===== src/design/fiss_pkg.sv =====
package fiss_pkg;

  localparam int QUEUE_DEPTH = 3;
  localparam int CNT_WIDTH   = 32;
  localparam int DIM_WIDTH   = 12;

  localparam int GEN_W    = 32;
  localparam int IDX_W    = 32;
  localparam int HANDLE_W = 32;
  localparam int BYTES_W  = 25;
  localparam int STAT_W   = 32;
  localparam int NUM_CTR  = 5;

  localparam int Q_CNT_W = $clog2(QUEUE_DEPTH + 1);
  localparam int PROD_W  = 2 * DIM_WIDTH + 1;
  localparam int CMP_W   = (PROD_W > BYTES_W) ? PROD_W : BYTES_W;

  typedef enum logic [2:0] {
    OP_CREATE   = 3'd0,
    OP_DESTROY  = 3'd1,
    OP_SUBMIT   = 3'd2,
    OP_SLOT     = 3'd3,
    OP_COMPLETE = 3'd4,
    OP_PAUSE    = 3'd5,
    OP_STATUS   = 3'd6
  } op_e;

  typedef enum logic [2:0] {
    SLOT_SUSPEND = 3'd0,
    SLOT_NATIVE  = 3'd1,
    SLOT_PRIME   = 3'd2,
    SLOT_SOURCE  = 3'd3,
    SLOT_SYNTH   = 3'd4
  } slot_kind_e;

  typedef enum logic [2:0] {
    STAT_DROPPED = 3'd0,
    STAT_SOURCE  = 3'd1,
    STAT_PAIRS   = 3'd2,
    STAT_SYNTH   = 3'd3,
    STAT_HOLD    = 3'd4,
    STAT_GEN     = 3'd5,
    STAT_FLAGS   = 3'd6
  } status_sel_e;

  typedef enum logic [2:0] {
    CTR_DROPPED = 3'd0,
    CTR_SOURCE  = 3'd1,
    CTR_PAIRS   = 3'd2,
    CTR_SYNTH   = 3'd3,
    CTR_HOLD    = 3'd4
  } ctr_e;

  typedef struct packed {
    logic [IDX_W-1:0]     index;
    logic [HANDLE_W-1:0]  handle;
    logic [DIM_WIDTH-1:0] width;
    logic [DIM_WIDTH-1:0] height;
  } frame_t;

  typedef struct packed {
    logic [2:0]           opcode;
    logic [GEN_W-1:0]     generation;
    logic [IDX_W-1:0]     seq_index;
    logic [DIM_WIDTH-1:0] width;
    logic [DIM_WIDTH-1:0] height;
    logic [BYTES_W-1:0]   payload_bytes;
    logic [HANDLE_W-1:0]  frame_handle;
    logic                 flag;
    logic                 presented;
    logic [2:0]           decision_kind;
    logic [2:0]           status_select;
  } req_t;

  typedef struct packed {
    logic                 accepted;
    logic [2:0]           slot_kind;
    logic                 first_valid;
    logic [IDX_W-1:0]     first_index;
    logic [HANDLE_W-1:0]  first_handle;
    logic [DIM_WIDTH-1:0] first_width;
    logic [DIM_WIDTH-1:0] first_height;
    logic [IDX_W-1:0]     second_index;
    logic [HANDLE_W-1:0]  second_handle;
    logic [DIM_WIDTH-1:0] second_width;
    logic [DIM_WIDTH-1:0] second_height;
    logic [STAT_W-1:0]    status_value;
  } rsp_t;

  typedef struct packed {
    logic clear;
    logic push;
    logic pop;
    logic trim;
  } queue_cmd_t;

  typedef struct packed {
    logic empty;
    logic pair;
    logic full;
  } queue_stat_t;

  typedef struct packed {
    logic clear;
    logic bump;
    ctr_e sel;
  } ctr_cmd_t;

endpackage


===== src/design/fiss_if.sv =====
interface fiss_req_if import fiss_pkg::*; ();
  logic valid;
  logic ready;
  req_t data;

  modport source (output valid, output data, input ready);
  modport sink (input valid, input data, output ready);
endinterface

interface fiss_rsp_if import fiss_pkg::*; ();
  logic valid;
  logic ready;
  rsp_t data;

  modport source (output valid, output data, input ready);
  modport sink (input valid, input data, output ready);
endinterface


===== src/design/frame_interpolation_slot_scheduler_unit.sv =====
// frame interpolation slot scheduler: one request beat in, one response beat out per request,
// in order. a request is taken into an input register, decoded against the surface state,
// the three-entry frame queue and the five saturating counters combinationally, and its
// response lands in an output register, so each request passes the input register and then
// the output register, and one request can be taken every cycle while the response side
// keeps up. the rate is set by the one compute stage between the input and output registers,
// where the queue and counter update of a request completes before the next request is
// decoded. a stalled response holds the output register, the input register still takes one
// more request, and then ready drops. no clearing pass after reset: queue entries are only
// read once written.
module frame_interpolation_slot_scheduler_unit import fiss_pkg::*; (
  input logic        clk_i,
  input logic        rst_ni,
  fiss_req_if.sink   req_i,
  fiss_rsp_if.source rsp_o
);

  // pipeline registers
  req_t in_q;
  logic in_valid_q, in_valid_d;
  rsp_t rsp_q, rsp_d;
  logic out_valid_q, out_valid_d;
  logic advance;
  logic in_ready;

  // scheduler state
  logic             ready_q, ready_d;
  logic             pause_q, pause_d;
  logic [GEN_W-1:0] gen_q, gen_d;
  logic             synth_q, synth_d;

  // queue and counters
  queue_cmd_t  q_cmd_raw, q_cmd;
  queue_stat_t q_stat;
  frame_t      q_first, q_second, q_newest, in_frame;
  ctr_cmd_t    c_cmd_raw, c_cmd;
  logic [CNT_WIDTH-1:0] counts [NUM_CTR];

  // decode helpers
  logic                   live;
  logic                   dims_ok, bytes_ok, order_ok, create_ok;
  logic [2*DIM_WIDTH-1:0] area;
  logic [PROD_W-1:0]      bytes_need;

  // the compute stage moves when the output register is free or being drained
  assign advance  = in_valid_q && (!out_valid_q || rsp_o.ready);
  assign in_ready = !in_valid_q || advance;
  assign req_i.ready = in_ready;

  always_comb begin
    in_valid_d = in_valid_q;
    if (req_i.valid && in_ready) begin
      in_valid_d = 1'b1;
    end else if (advance) begin
      in_valid_d = 1'b0;
    end
  end

  always_comb begin
    out_valid_d = out_valid_q;
    if (advance) begin
      out_valid_d = 1'b1;
    end else if (rsp_o.ready) begin
      out_valid_d = 1'b0;
    end
  end

  assign in_frame.index  = in_q.seq_index;
  assign in_frame.handle = in_q.frame_handle;
  assign in_frame.width  = in_q.width;
  assign in_frame.height = in_q.height;

  // rgb565 buffer size, two bytes per pixel
  assign area       = in_q.width * in_q.height;
  assign bytes_need = {area, 1'b0};

  assign live      = ready_q && (in_q.generation == gen_q);
  assign dims_ok   = (in_q.width != '0) && (in_q.height != '0);
  assign bytes_ok  = (CMP_W'(bytes_need) == CMP_W'(in_q.payload_bytes));
  assign order_ok  = q_stat.empty || (in_q.seq_index > q_newest.index);
  // a live surface is only replaced by a strictly newer generation
  assign create_ok = (in_q.generation != '0) && !(ready_q && (in_q.generation <= gen_q));

  always_comb begin
    rsp_d     = '0;
    q_cmd_raw = '0;
    c_cmd_raw = '0;
    c_cmd_raw.sel = CTR_DROPPED;
    ready_d   = ready_q;
    pause_d   = pause_q;
    gen_d     = gen_q;
    synth_d   = synth_q;

    case (op_e'(in_q.opcode))
      OP_CREATE: begin
        if (create_ok) begin
          c_cmd_raw.clear = 1'b1;
          q_cmd_raw.clear = 1'b1;
          pause_d  = 1'b0;
          ready_d  = 1'b1;
          gen_d    = in_q.generation;
          synth_d  = 1'b0;
          rsp_d.accepted = 1'b1;
        end
      end
      OP_DESTROY: begin
        // generation, counters and pause survive a destroy
        if (live) begin
          ready_d  = 1'b0;
          q_cmd_raw.clear = 1'b1;
          synth_d  = 1'b0;
          rsp_d.accepted = 1'b1;
        end
      end
      OP_SUBMIT: begin
        if (dims_ok && bytes_ok && live && order_ok) begin
          q_cmd_raw.push = 1'b1;
          if (q_stat.full) begin
            // oldest frame falls out of the queue
            c_cmd_raw.bump = 1'b1;
            c_cmd_raw.sel  = CTR_DROPPED;
            synth_d = 1'b0;
          end
          rsp_d.accepted = 1'b1;
        end
      end
      OP_SLOT: begin
        if (!live || pause_q) begin
          rsp_d.slot_kind = SLOT_SUSPEND;
        end else if (!in_q.flag) begin
          // no motion: show the newest frame natively and drop the rest
          rsp_d.accepted  = 1'b1;
          rsp_d.slot_kind = SLOT_NATIVE;
          synth_d = 1'b0;
          q_cmd_raw.trim = 1'b1;
          if (!q_stat.empty) begin
            rsp_d.first_valid  = 1'b1;
            rsp_d.first_index  = q_newest.index;
            rsp_d.first_handle = q_newest.handle;
            rsp_d.first_width  = q_newest.width;
            rsp_d.first_height = q_newest.height;
          end
        end else if (!q_stat.pair) begin
          rsp_d.accepted  = 1'b1;
          rsp_d.slot_kind = SLOT_PRIME;
        end else begin
          rsp_d.accepted      = 1'b1;
          rsp_d.first_valid   = 1'b1;
          rsp_d.first_index   = q_first.index;
          rsp_d.first_handle  = q_first.handle;
          rsp_d.first_width   = q_first.width;
          rsp_d.first_height  = q_first.height;
          rsp_d.second_index  = q_second.index;
          rsp_d.second_handle = q_second.handle;
          rsp_d.second_width  = q_second.width;
          rsp_d.second_height = q_second.height;
          c_cmd_raw.bump = 1'b1;
          if (!synth_q) begin
            // source slot, the next one synthesizes between a and b
            rsp_d.slot_kind = SLOT_SOURCE;
            synth_d       = 1'b1;
            c_cmd_raw.sel = CTR_SOURCE;
          end else begin
            rsp_d.slot_kind = SLOT_SYNTH;
            synth_d       = 1'b0;
            q_cmd_raw.pop = 1'b1;
            c_cmd_raw.sel = CTR_PAIRS;
          end
        end
      end
      OP_COMPLETE: begin
        // counted whether or not the surface is still ready
        if ((in_q.decision_kind == SLOT_SYNTH) && (in_q.generation == gen_q)) begin
          c_cmd_raw.bump = 1'b1;
          c_cmd_raw.sel  = (in_q.flag && in_q.presented) ? CTR_SYNTH : CTR_HOLD;
          rsp_d.accepted = 1'b1;
        end
      end
      OP_PAUSE: begin
        pause_d = in_q.flag;
        synth_d = 1'b0;
        rsp_d.accepted = 1'b1;
      end
      OP_STATUS: begin
        rsp_d.accepted = 1'b1;
        case (status_sel_e'(in_q.status_select))
          STAT_DROPPED: rsp_d.status_value = STAT_W'(counts[CTR_DROPPED]);
          STAT_SOURCE:  rsp_d.status_value = STAT_W'(counts[CTR_SOURCE]);
          STAT_PAIRS:   rsp_d.status_value = STAT_W'(counts[CTR_PAIRS]);
          STAT_SYNTH:   rsp_d.status_value = STAT_W'(counts[CTR_SYNTH]);
          STAT_HOLD:    rsp_d.status_value = STAT_W'(counts[CTR_HOLD]);
          STAT_GEN:     rsp_d.status_value = STAT_W'(gen_q);
          STAT_FLAGS:   rsp_d.status_value = STAT_W'({pause_q, ready_q});
          default:      rsp_d.status_value = '0;
        endcase
      end
      default: begin
        // unknown opcode: all-zero response, no state change
      end
    endcase
  end

  // queue and counters only act when the stage really advances
  assign q_cmd = advance ? q_cmd_raw : '0;
  assign c_cmd = advance ? c_cmd_raw : '0;

  fiss_queue u_queue (
    .clk_i    (clk_i),
    .rst_ni   (rst_ni),
    .cmd_i    (q_cmd),
    .frame_i  (in_frame),
    .stat_o   (q_stat),
    .first_o  (q_first),
    .second_o (q_second),
    .newest_o (q_newest)
  );

  fiss_counters u_counters (
    .clk_i    (clk_i),
    .rst_ni   (rst_ni),
    .cmd_i    (c_cmd),
    .counts_o (counts)
  );

  always_ff @(posedge clk_i or negedge rst_ni) begin
    if (!rst_ni) begin
      in_valid_q  <= 1'b0;
      out_valid_q <= 1'b0;
      ready_q     <= 1'b0;
      pause_q     <= 1'b0;
      gen_q       <= '0;
      synth_q     <= 1'b0;
    end else begin
      in_valid_q  <= in_valid_d;
      out_valid_q <= out_valid_d;
      if (advance) begin
        ready_q <= ready_d;
        pause_q <= pause_d;
        gen_q   <= gen_d;
        synth_q <= synth_d;
      end
    end
  end

  // payload registers
  always_ff @(posedge clk_i) begin
    if (req_i.valid && in_ready) begin
      in_q <= req_i.data;
    end
    if (advance) begin
      rsp_q <= rsp_d;
    end
  end

  assign rsp_o.valid = out_valid_q;
  assign rsp_o.data  = rsp_q;

endmodule


===== src/design/fiss_queue.sv =====
module fiss_queue import fiss_pkg::*; (
  input  logic        clk_i,
  input  logic        rst_ni,
  input  queue_cmd_t  cmd_i,
  input  frame_t      frame_i,
  output queue_stat_t stat_o,
  output frame_t      first_o,
  output frame_t      second_o,
  output frame_t      newest_o
);

  // shift queue, slot 0 is always the oldest frame
  frame_t entry_q [QUEUE_DEPTH];
  frame_t entry_d [QUEUE_DEPTH];
  frame_t newest_q;
  logic [Q_CNT_W-1:0] count_q, count_d;
  logic full, empty, pair;

  assign full  = (count_q == Q_CNT_W'(QUEUE_DEPTH));
  assign empty = (count_q == '0);
  assign pair  = (count_q >= Q_CNT_W'(2));

  always_comb begin
    entry_d = entry_q;
    if (cmd_i.push) begin
      if (full) begin
        for (int i = 0; i < QUEUE_DEPTH - 1; i++) begin
          entry_d[i] = entry_q[i + 1];
        end
        entry_d[QUEUE_DEPTH - 1] = frame_i;
      end else begin
        for (int i = 0; i < QUEUE_DEPTH; i++) begin
          if (Q_CNT_W'(i) == count_q) begin
            entry_d[i] = frame_i;
          end
        end
      end
    end else if (cmd_i.pop) begin
      for (int i = 0; i < QUEUE_DEPTH - 1; i++) begin
        entry_d[i] = entry_q[i + 1];
      end
    end else if (cmd_i.trim) begin
      entry_d[0] = newest_q;
    end
  end

  always_comb begin
    count_d = count_q;
    if (cmd_i.clear) begin
      count_d = '0;
    end else if (cmd_i.push) begin
      if (!full) begin
        count_d = count_q + Q_CNT_W'(1);
      end
    end else if (cmd_i.pop) begin
      if (!empty) begin
        count_d = count_q - Q_CNT_W'(1);
      end
    end else if (cmd_i.trim) begin
      if (pair) begin
        count_d = Q_CNT_W'(1);
      end
    end
  end

  always_ff @(posedge clk_i or negedge rst_ni) begin
    if (!rst_ni) begin
      count_q <= '0;
    end else begin
      count_q <= count_d;
    end
  end

  always_ff @(posedge clk_i) begin
    entry_q <= entry_d;
    if (cmd_i.push) begin
      newest_q <= frame_i;
    end
  end

  assign stat_o.empty = empty;
  assign stat_o.pair  = pair;
  assign stat_o.full  = full;
  assign first_o      = entry_q[0];
  assign second_o     = entry_q[1];
  assign newest_o     = newest_q;

endmodule


===== src/design/fiss_counters.sv =====
module fiss_counters import fiss_pkg::*; (
  input  logic                 clk_i,
  input  logic                 rst_ni,
  input  ctr_cmd_t             cmd_i,
  output logic [CNT_WIDTH-1:0] counts_o [NUM_CTR]
);

  logic [CNT_WIDTH-1:0] cnt_q [NUM_CTR];
  logic [CNT_WIDTH-1:0] cnt_d [NUM_CTR];

  always_comb begin
    cnt_d = cnt_q;
    if (cmd_i.clear) begin
      for (int i = 0; i < NUM_CTR; i++) begin
        cnt_d[i] = '0;
      end
    end else if (cmd_i.bump) begin
      // saturate at all ones
      if (cnt_q[cmd_i.sel] != '1) begin
        cnt_d[cmd_i.sel] = cnt_q[cmd_i.sel] + CNT_WIDTH'(1);
      end
    end
  end

  always_ff @(posedge clk_i or negedge rst_ni) begin
    if (!rst_ni) begin
      for (int i = 0; i < NUM_CTR; i++) begin
        cnt_q[i] <= '0;
      end
    end else begin
      cnt_q <= cnt_d;
    end
  end

  assign counts_o = cnt_q;

endmodule


===== src/flat_wrapper.sv =====
// flat-port wrapper written by rule: the top's interface ports become plain ports
module frame_interpolation_slot_scheduler_unit_flat import fiss_pkg::*;
  (clk_i, rst_ni, req_i_valid, req_i_data, req_i_ready, rsp_o_valid, rsp_o_data, rsp_o_ready);
  fiss_req_if req_i_i ();
  fiss_rsp_if rsp_o_i ();
  input logic clk_i;
  input logic rst_ni;
  input wire logic [$bits(req_i_i.valid)-1:0] req_i_valid;
  input wire logic [$bits(req_i_i.data)-1:0] req_i_data;
  output wire logic [$bits(req_i_i.ready)-1:0] req_i_ready;
  output wire logic [$bits(rsp_o_i.valid)-1:0] rsp_o_valid;
  output wire logic [$bits(rsp_o_i.data)-1:0] rsp_o_data;
  input wire logic [$bits(rsp_o_i.ready)-1:0] rsp_o_ready;
  assign req_i_i.valid = req_i_valid;
  assign req_i_i.data = req_i_data;
  assign req_i_ready = req_i_i.ready;
  assign rsp_o_valid = rsp_o_i.valid;
  assign rsp_o_data = rsp_o_i.data;
  assign rsp_o_i.ready = rsp_o_ready;
  frame_interpolation_slot_scheduler_unit u_core (.clk_i(clk_i), .rst_ni(rst_ni), .req_i(req_i_i), .rsp_o(rsp_o_i));
endmodule

===== config.mk =====
export PLATFORM = sky130hd
export DESIGN_NAME = frame_interpolation_slot_scheduler_unit_flat
export DESIGN_NICKNAME = d
export VERILOG_FILES = /design/src/design/fiss_pkg.sv /design/src/design/fiss_if.sv /design/src/design/frame_interpolation_slot_scheduler_unit.sv /design/src/design/fiss_queue.sv /design/src/design/fiss_counters.sv /design/src/flat_wrapper.sv
export SDC_FILE = /design/constraint.sdc
export NUM_CORES = 2
export LEC_CHECK = 0
export BUFFER_PORTS_ARGS = -buffer_cell sky130_fd_sc_hd__buf_2
export CAP_MARGIN = 0
export CELL_PAD_IN_SITES_DETAIL_PLACEMENT = 1
export CELL_PAD_IN_SITES_GLOBAL_PLACEMENT = 1
export CORE_MARGIN = 2
export CORE_UTILIZATION = 53
export DETAILED_ROUTE_END_ITERATION = 12
export PLACE_DENSITY = 0.87
export SLEW_MARGIN = 10
export SYNTH_ARGS = -nofsm -noshare
export SYNTH_HDL_FRONTEND = slang
export SYNTH_SLANG_ARGS = --single-unit

===== constraint.sdc =====
create_clock -name clk_i -period 26.7 [get_ports clk_i]
set_input_delay 5.34 -clock clk_i [delete_from_list [all_inputs] [get_ports clk_i]]
set_output_delay 5.34 -clock clk_i [all_outputs]
set_load 0.02 [all_outputs]

== Yosys cells after proc, flatten, opt, wreduce, memory -nomap -nowiden ==
Index checks and enable logic that the tools add are counted.
Word-level totals
  bits in registers: 920
  output and inout bits: 215
Cells by class
  add/sub/neg operators: 3
  $mul: 1
  $lt $le $gt $ge: 5
  equal/unequal tests: 29
  mux-type cells: 72
  bitwise operators: 4
  reduce and logical (&&, ||, !) cells: 51
Operators by type and width (count)
  88-bit two-way mux: 6
  160-bit two-way mux: 3
  264-bit two-way mux: 1
  32-bit case mux with 7 select lines: 1
  177-bit two-way mux: 1
  176-bit two-way mux: 1
  160-bit bitwise mux: 1
  32-bit binary-select mux with 3-bit select: 1
  32-bit demux with 3-bit select: 1
  32-bit two-way mux: 3
  93-bit two-way mux: 1
  89-bit two-way mux: 1
  32-bit by 1-bit adder with 32-bit output, second input constant: 1
  32-bit == test: 1
  32-bit > comparator: 1
  32-bit less-or-equal comparator: 1
  32-bit inequality test, second input constant: 1
  32-bit nonzero test: 1
  4-bit two-way mux: 7
  25-bit == test: 1
  12-bit by 12-bit multiplier with 24-bit output: 1
  1-bit two-way mux: 24
  12-bit nonzero test: 2
  3-bit == test, second input constant: 7
  other kinds (40): 96

== Logic depth before layout (Yosys ltp) ==
  word-level depth: 17
  depth in mapped cells: 26

== Cells and area by module ==
Synthesis repeated with hierarchy kept, for this count alone.
Second synthesis, totals
  cells, all modules: 3482
  area, all modules: 46437.0 um2
Modules (own cells, without submodules)
  frame_interpolation_slot_scheduler_unit: instances 1, cells an instance 1775, area an instance 22391.5 um2, seq. area each 12006.5 um2
  fiss_queue: instances 1, cells an instance 1054, area an instance 15987.8 um2, seq. area each 10620.2 um2
  fiss_counters: instances 1, cells an instance 653, area an instance 8057.7 um2, seq. area each 4003.8 um2

== Worst setup path before layout ==
OpenSTA, ideal clock, no wires.
  kind: in2reg
  from: input port rsp_o_ready
  to: register u_core.u_queue.entry_q (netlist bit u_core.u_queue.second_o[0]), enable pin
  arrival: 13.143 ns
  required time: 26.247 ns
  slack: 13.104 ns
  stages on the path: 7
  cell sequence: nand2b_1 nand2_1 inv_1 nand2_1 o41ai_2 clkbuf_1 o21a_1
Between the ends
  longest elaborated chain between the ends: 5
  elaborated cells on any way between the ends: 6
  classes of those cells: eq/ne (1); mux (1); reduce/logical (4)
RTL lines
  start, declared: RTL line flat_wrapper.sv:13  | input wire logic [$bits(rsp_o_i.ready)-1:0] rsp_o_ready;
  1-bit logical OR *: RTL line frame_interpolation_slot_scheduler_unit.sv:46  | assign advance = in_valid_q && (!out_valid_q || rsp_o.ready);
  1-bit logical AND *: RTL line frame_interpolation_slot_scheduler_unit.sv:46
  via u_core.advance: RTL line frame_interpolation_slot_scheduler_unit.sv:23  | logic advance;
  4-bit two-way mux *: RTL line frame_interpolation_slot_scheduler_unit.sv:204  | assign q_cmd = advance ? q_cmd_raw : '0;
  3-bit inequality test (no source line) or 2-bit nonzero test (tied branches)
  2-bit AND reduction (no source line) *
  end signal, assigned: RTL line fiss_queue.sv:75  | entry_q <= entry_d;
  end, declared: RTL line fiss_queue.sv:13  | frame_t entry_q [QUEUE_DEPTH];
Mark *: on every way through the listed nets, which the timed path passes. The rest lies on a longest branch.
A chain may end at the register's enable or synchronous reset.

== Worst setup path in the final report ==
  from: input port rsp_o_ready
  to: output port req_i_ready
Between the ends
  longest elaborated chain between the ends: 3
RTL lines
  1-bit logical OR: RTL line frame_interpolation_slot_scheduler_unit.sv:46
  1-bit logical AND: RTL line frame_interpolation_slot_scheduler_unit.sv:46
  1-bit logical OR: RTL line frame_interpolation_slot_scheduler_unit.sv:47  | assign in_ready = !in_valid_q || advance;
  end, declared: RTL line flat_wrapper.sv:10  | output wire logic [$bits(req_i_i.ready)-1:0] req_i_ready;
Every way passes these cells.

==> out/results.ini <==
[synthesis]
synth_warnings = 0
yosysUniqueCellTypes = 85
synth-edff-count = 721
ys_ff_latch = 920
ys_seq_area_frac = 0.609
async_reset_ff_frac = 0.216
syn_nets = 3790
netlist_instances = 3399
synth_top_flop_cell = edfxtp_1
avgSynthCellArea_um2 = 12.9
syn_area_um2 = 43700

[power]
internal_power_mw = 2.78
p_per_area_nw_per_um2 = 82.1
clock_power_share = 0.339
p_sw_frac = 0.319
power_leakage_nw = 19.1
ir_drop_v = 0.0000687
p_sw_mw = 1.30
pwr-share-comb = 0.245
p_seq_frac = 0.417

[route]
firstDrtPassIters = 6
drt_wl_total_mm = 140
wl_per_cell_um = 28.7
routed-wl-met2_mm = 68.7
route.detailed.drc = 0
viasPerCell = 6.46
antenna_left = 0
wl_met1_mm = 52.8
highest_layer = met5
drt_first_iter_violations = 3201
route.met3.wl_mm = 12.2
vias = 31441

[critical_path]
cp_common_cell = buf_2
crit_chain = buf_2 > nor2b_1 > nand2_1 > buf_2
worst-r2r-setup-slack_ps = 17050
cp.required_ps = 21360
r2r-start = u_core.in_frame[3]$_DFFE_PP_
cpPeakStageDelay_ps = 180
reg2reg_depth = 19
cp_data_arrival_time_ps = 5820
crit_type = in2out
crit_fanout = 3
worst_setup_path_end_kind = primary output
crit_start = rsp_o_ready
r2r_end = u_core.u_queue.entry_q[86]$_DFFE_PP_
startpoint_type = input pin
slowest_stage = buf_2

[cts]
cts_tree = done
htree_levels = 3
cts-resized-gates = 0
path_clk_slew_ps = 60
hold_buffers = 0
cts.path.max_buffers = 3
cts_root_buf = clkbuf_16
post-cts-setup-buffer-count = 0
clock_sinks = 920
numCtsBuffers = 97
clock_latency_ps = 690

[die]
initial_core_util = 0.534
rows = 105
die_x_um = 291
dieArea_um2 = 84800
core_um2 = 81800
io_pins = 375
fp.dieH_um = 291

[sta]
tns_ps = 0
tightest_slew_ps = 1270
finalClockSkew_ps = 58.5
min_period_ps = 11160
hold_ws_ps = 510
hold_viol_final = 0
rsz0062_at_grt = no
slew_headroom = 0.132
setup_viol = 0
finalMaxSlewViolations = 0
finalCritPeriodShare = 0.418
fmax_ghz = 0.0896

[run]
drv_cap = 0

[global_routing]
grt.overflow.total = 0
grt_max_degree = 112
grt_pass1_vias = 33220
grt_usage = 0.325
grt_antenna_before_repair = 12
grt_first_pass_wirelength_mm = 210

[final_layout]
area_growth_pct = 13.8
nNetsFinal = 4101
drive_gt1_frac = 0.193
multi_input_area_um2 = 15600
n_fill_cell = 8003
area.sequential_um2 = 26600

[placement]
place_hpwl_mm = 85.7
port_buffers = 374
gp_congestion = 0.879

[run_status]
status = completed

[hold_path]
worstHoldPathCells = 1
holdPathEnd = u_core.rsp_o.data[207]$_SDFFCE_PP0P_
hp-class = reg2reg
min_from = u_core.u_queue.first_o[87]$_DFFE_PP_

-- cell usage in the layout, fill, tap and decap left out, types with 18 or more instances in the layout --
cell type / n
nor3_1: 29
xor2_1: 34
mux2_2: 120
edfxtp_1: 721
a31oi_1: 40
o21ai_0: 169
a22oi_1: 92
buf_4: 42
nor2_1: 244
ha_1: 131
inv_1: 196
a21oi_1: 53
o221ai_1: 18
clkinv_2: 18
clkbuf_1: 20
nand2_1: 153
nand3_1: 158
mux2i_1: 37
buf_2: 373
a21o_1: 30
nand4_1: 27
nor4_1: 24
o22ai_1: 113
clkbuf_16: 97
xnor2_1: 30
fa_1: 100
and2_1: 171
a22o_1: 90
dfrtp_1: 199
-- worst max-delay path by stage --
stage | to | slack [ps]
6_report | req_i_ready | 15540
5_1_grt | req_i_ready | 15500
4_1_cts | req_i_ready | 15530
3_5_place_dp | req_i_ready | 15540
3_3_place_gp | req_i_ready | 15520
2_1_floorplan | u_core.u_queue.second_o[0]$_DFFE_PP_ | 13100
-- power by group through the flow --
stage               sequential (mW)  combinational [mW]  clock [mW]
finish                         1.70                1.00        1.38
global route                   1.71                1.10        1.45
CTS                            1.70               0.996        1.39
detailed placement             1.72               0.984           0
global placement               1.72               0.951           0
floorplan                      1.71               0.678           0
-- flip-flops by register name, indices dropped and copies added, names as in the netlist --
| signal | count |
|---|---|
| u_core.rsp_o.data | 213 |
| u_core.u_counters.counts_o | 160 |
| u_core.in_frame | 88 |
| u_core.u_queue.entry_q | 88 |
| u_core.u_queue.first_o | 88 |
| u_core.u_queue.newest_o | 88 |
| u_core.u_queue.second_o | 88 |
| u_core.in_q | 68 |
| u_core.gen_q | 32 |
| u_core.u_queue.count_q | 2 |
| u_core.in_valid_q | 1 |
| u_core.pause_q | 1 |
| u_core.ready_q | 1 |
| u_core.rsp_o.valid | 1 |
| u_core.synth_q | 1 |
-- cell type report --
class                   count  area share
repair buffers            417      0.0445
clock buffers             121      0.0514
diodes                      5    0.000251
multi-input cells        2077       0.313
clock inverters            59      0.0133
well taps                1070      0.0269
flip-flops and latches    920       0.535
inverters                 197      0.0150
-- routing by layer --
layer,vias to the layer above,GRT usage
li1,13252,-
met4,14,0.142
met1,16063,0.416
met3,358,0.0616
met5,-,0
met2,1754,0.544
-- logic make-up after synthesis --
| logic type | count (synthesis) | synth area share |
|---|---|---|
| fa+ha+maj | 231 | 0.0833 |
| flops | 920 | 0.609 |
| mux | 157 | 0.0394 |
| compound gates | 726 | 0.115 |
| simple gates | 899 | 0.104 |
| buf+inv | 402 | 0.0368 |
| xor+xnor | 64 | 0.0128 |
-- synth_stat cells, types with 41 or more instances --
master    number  area share
edfxtp_1     721        0.50
nor2_1       246       0.021
dfrtp_1      199        0.11
inv_1        197       0.017
and2_1       172       0.025
o21ai_0      170       0.019
nand3_1      158       0.018
nand2_1      154       0.013
clkbuf_1     145       0.012
ha_1         131       0.038
mux2_2       120       0.031
o22ai_1      113       0.016
fa_1         100       0.046
a22oi_1       92       0.016
a22o_1        90       0.018
a21oi_1       53      0.0061
a31oi_1       41      0.0059
-- per-stage QoR --
| stage | utilization | std cells | power, mW | setup WS (ps) | area, um^2 |
|---|---|---|---|---|---|
| floorplan | - | 3399 | 2.38 | 13100 | 43700 |
| global placement | 0.568 | 4681 | 2.67 | 15520 | 46500 |
| detailed placement | 0.568 | 4681 | 2.71 | 15540 | 46500 |
| CTS | 0.608 | 4861 | 4.09 | 15530 | 49700 |
| global route | 0.608 | 4866 | 4.26 | 15500 | 49800 |
| finish | 0.608 | 4866 | 4.09 | 15540 | 49800 |
-- worst max-delay path, delay by kind of cell --
family,cells,cell delay [ps]
and+or+nand+nor,2,190
buffers and inverters,2,290
Power figures use the tool's default switching activity.
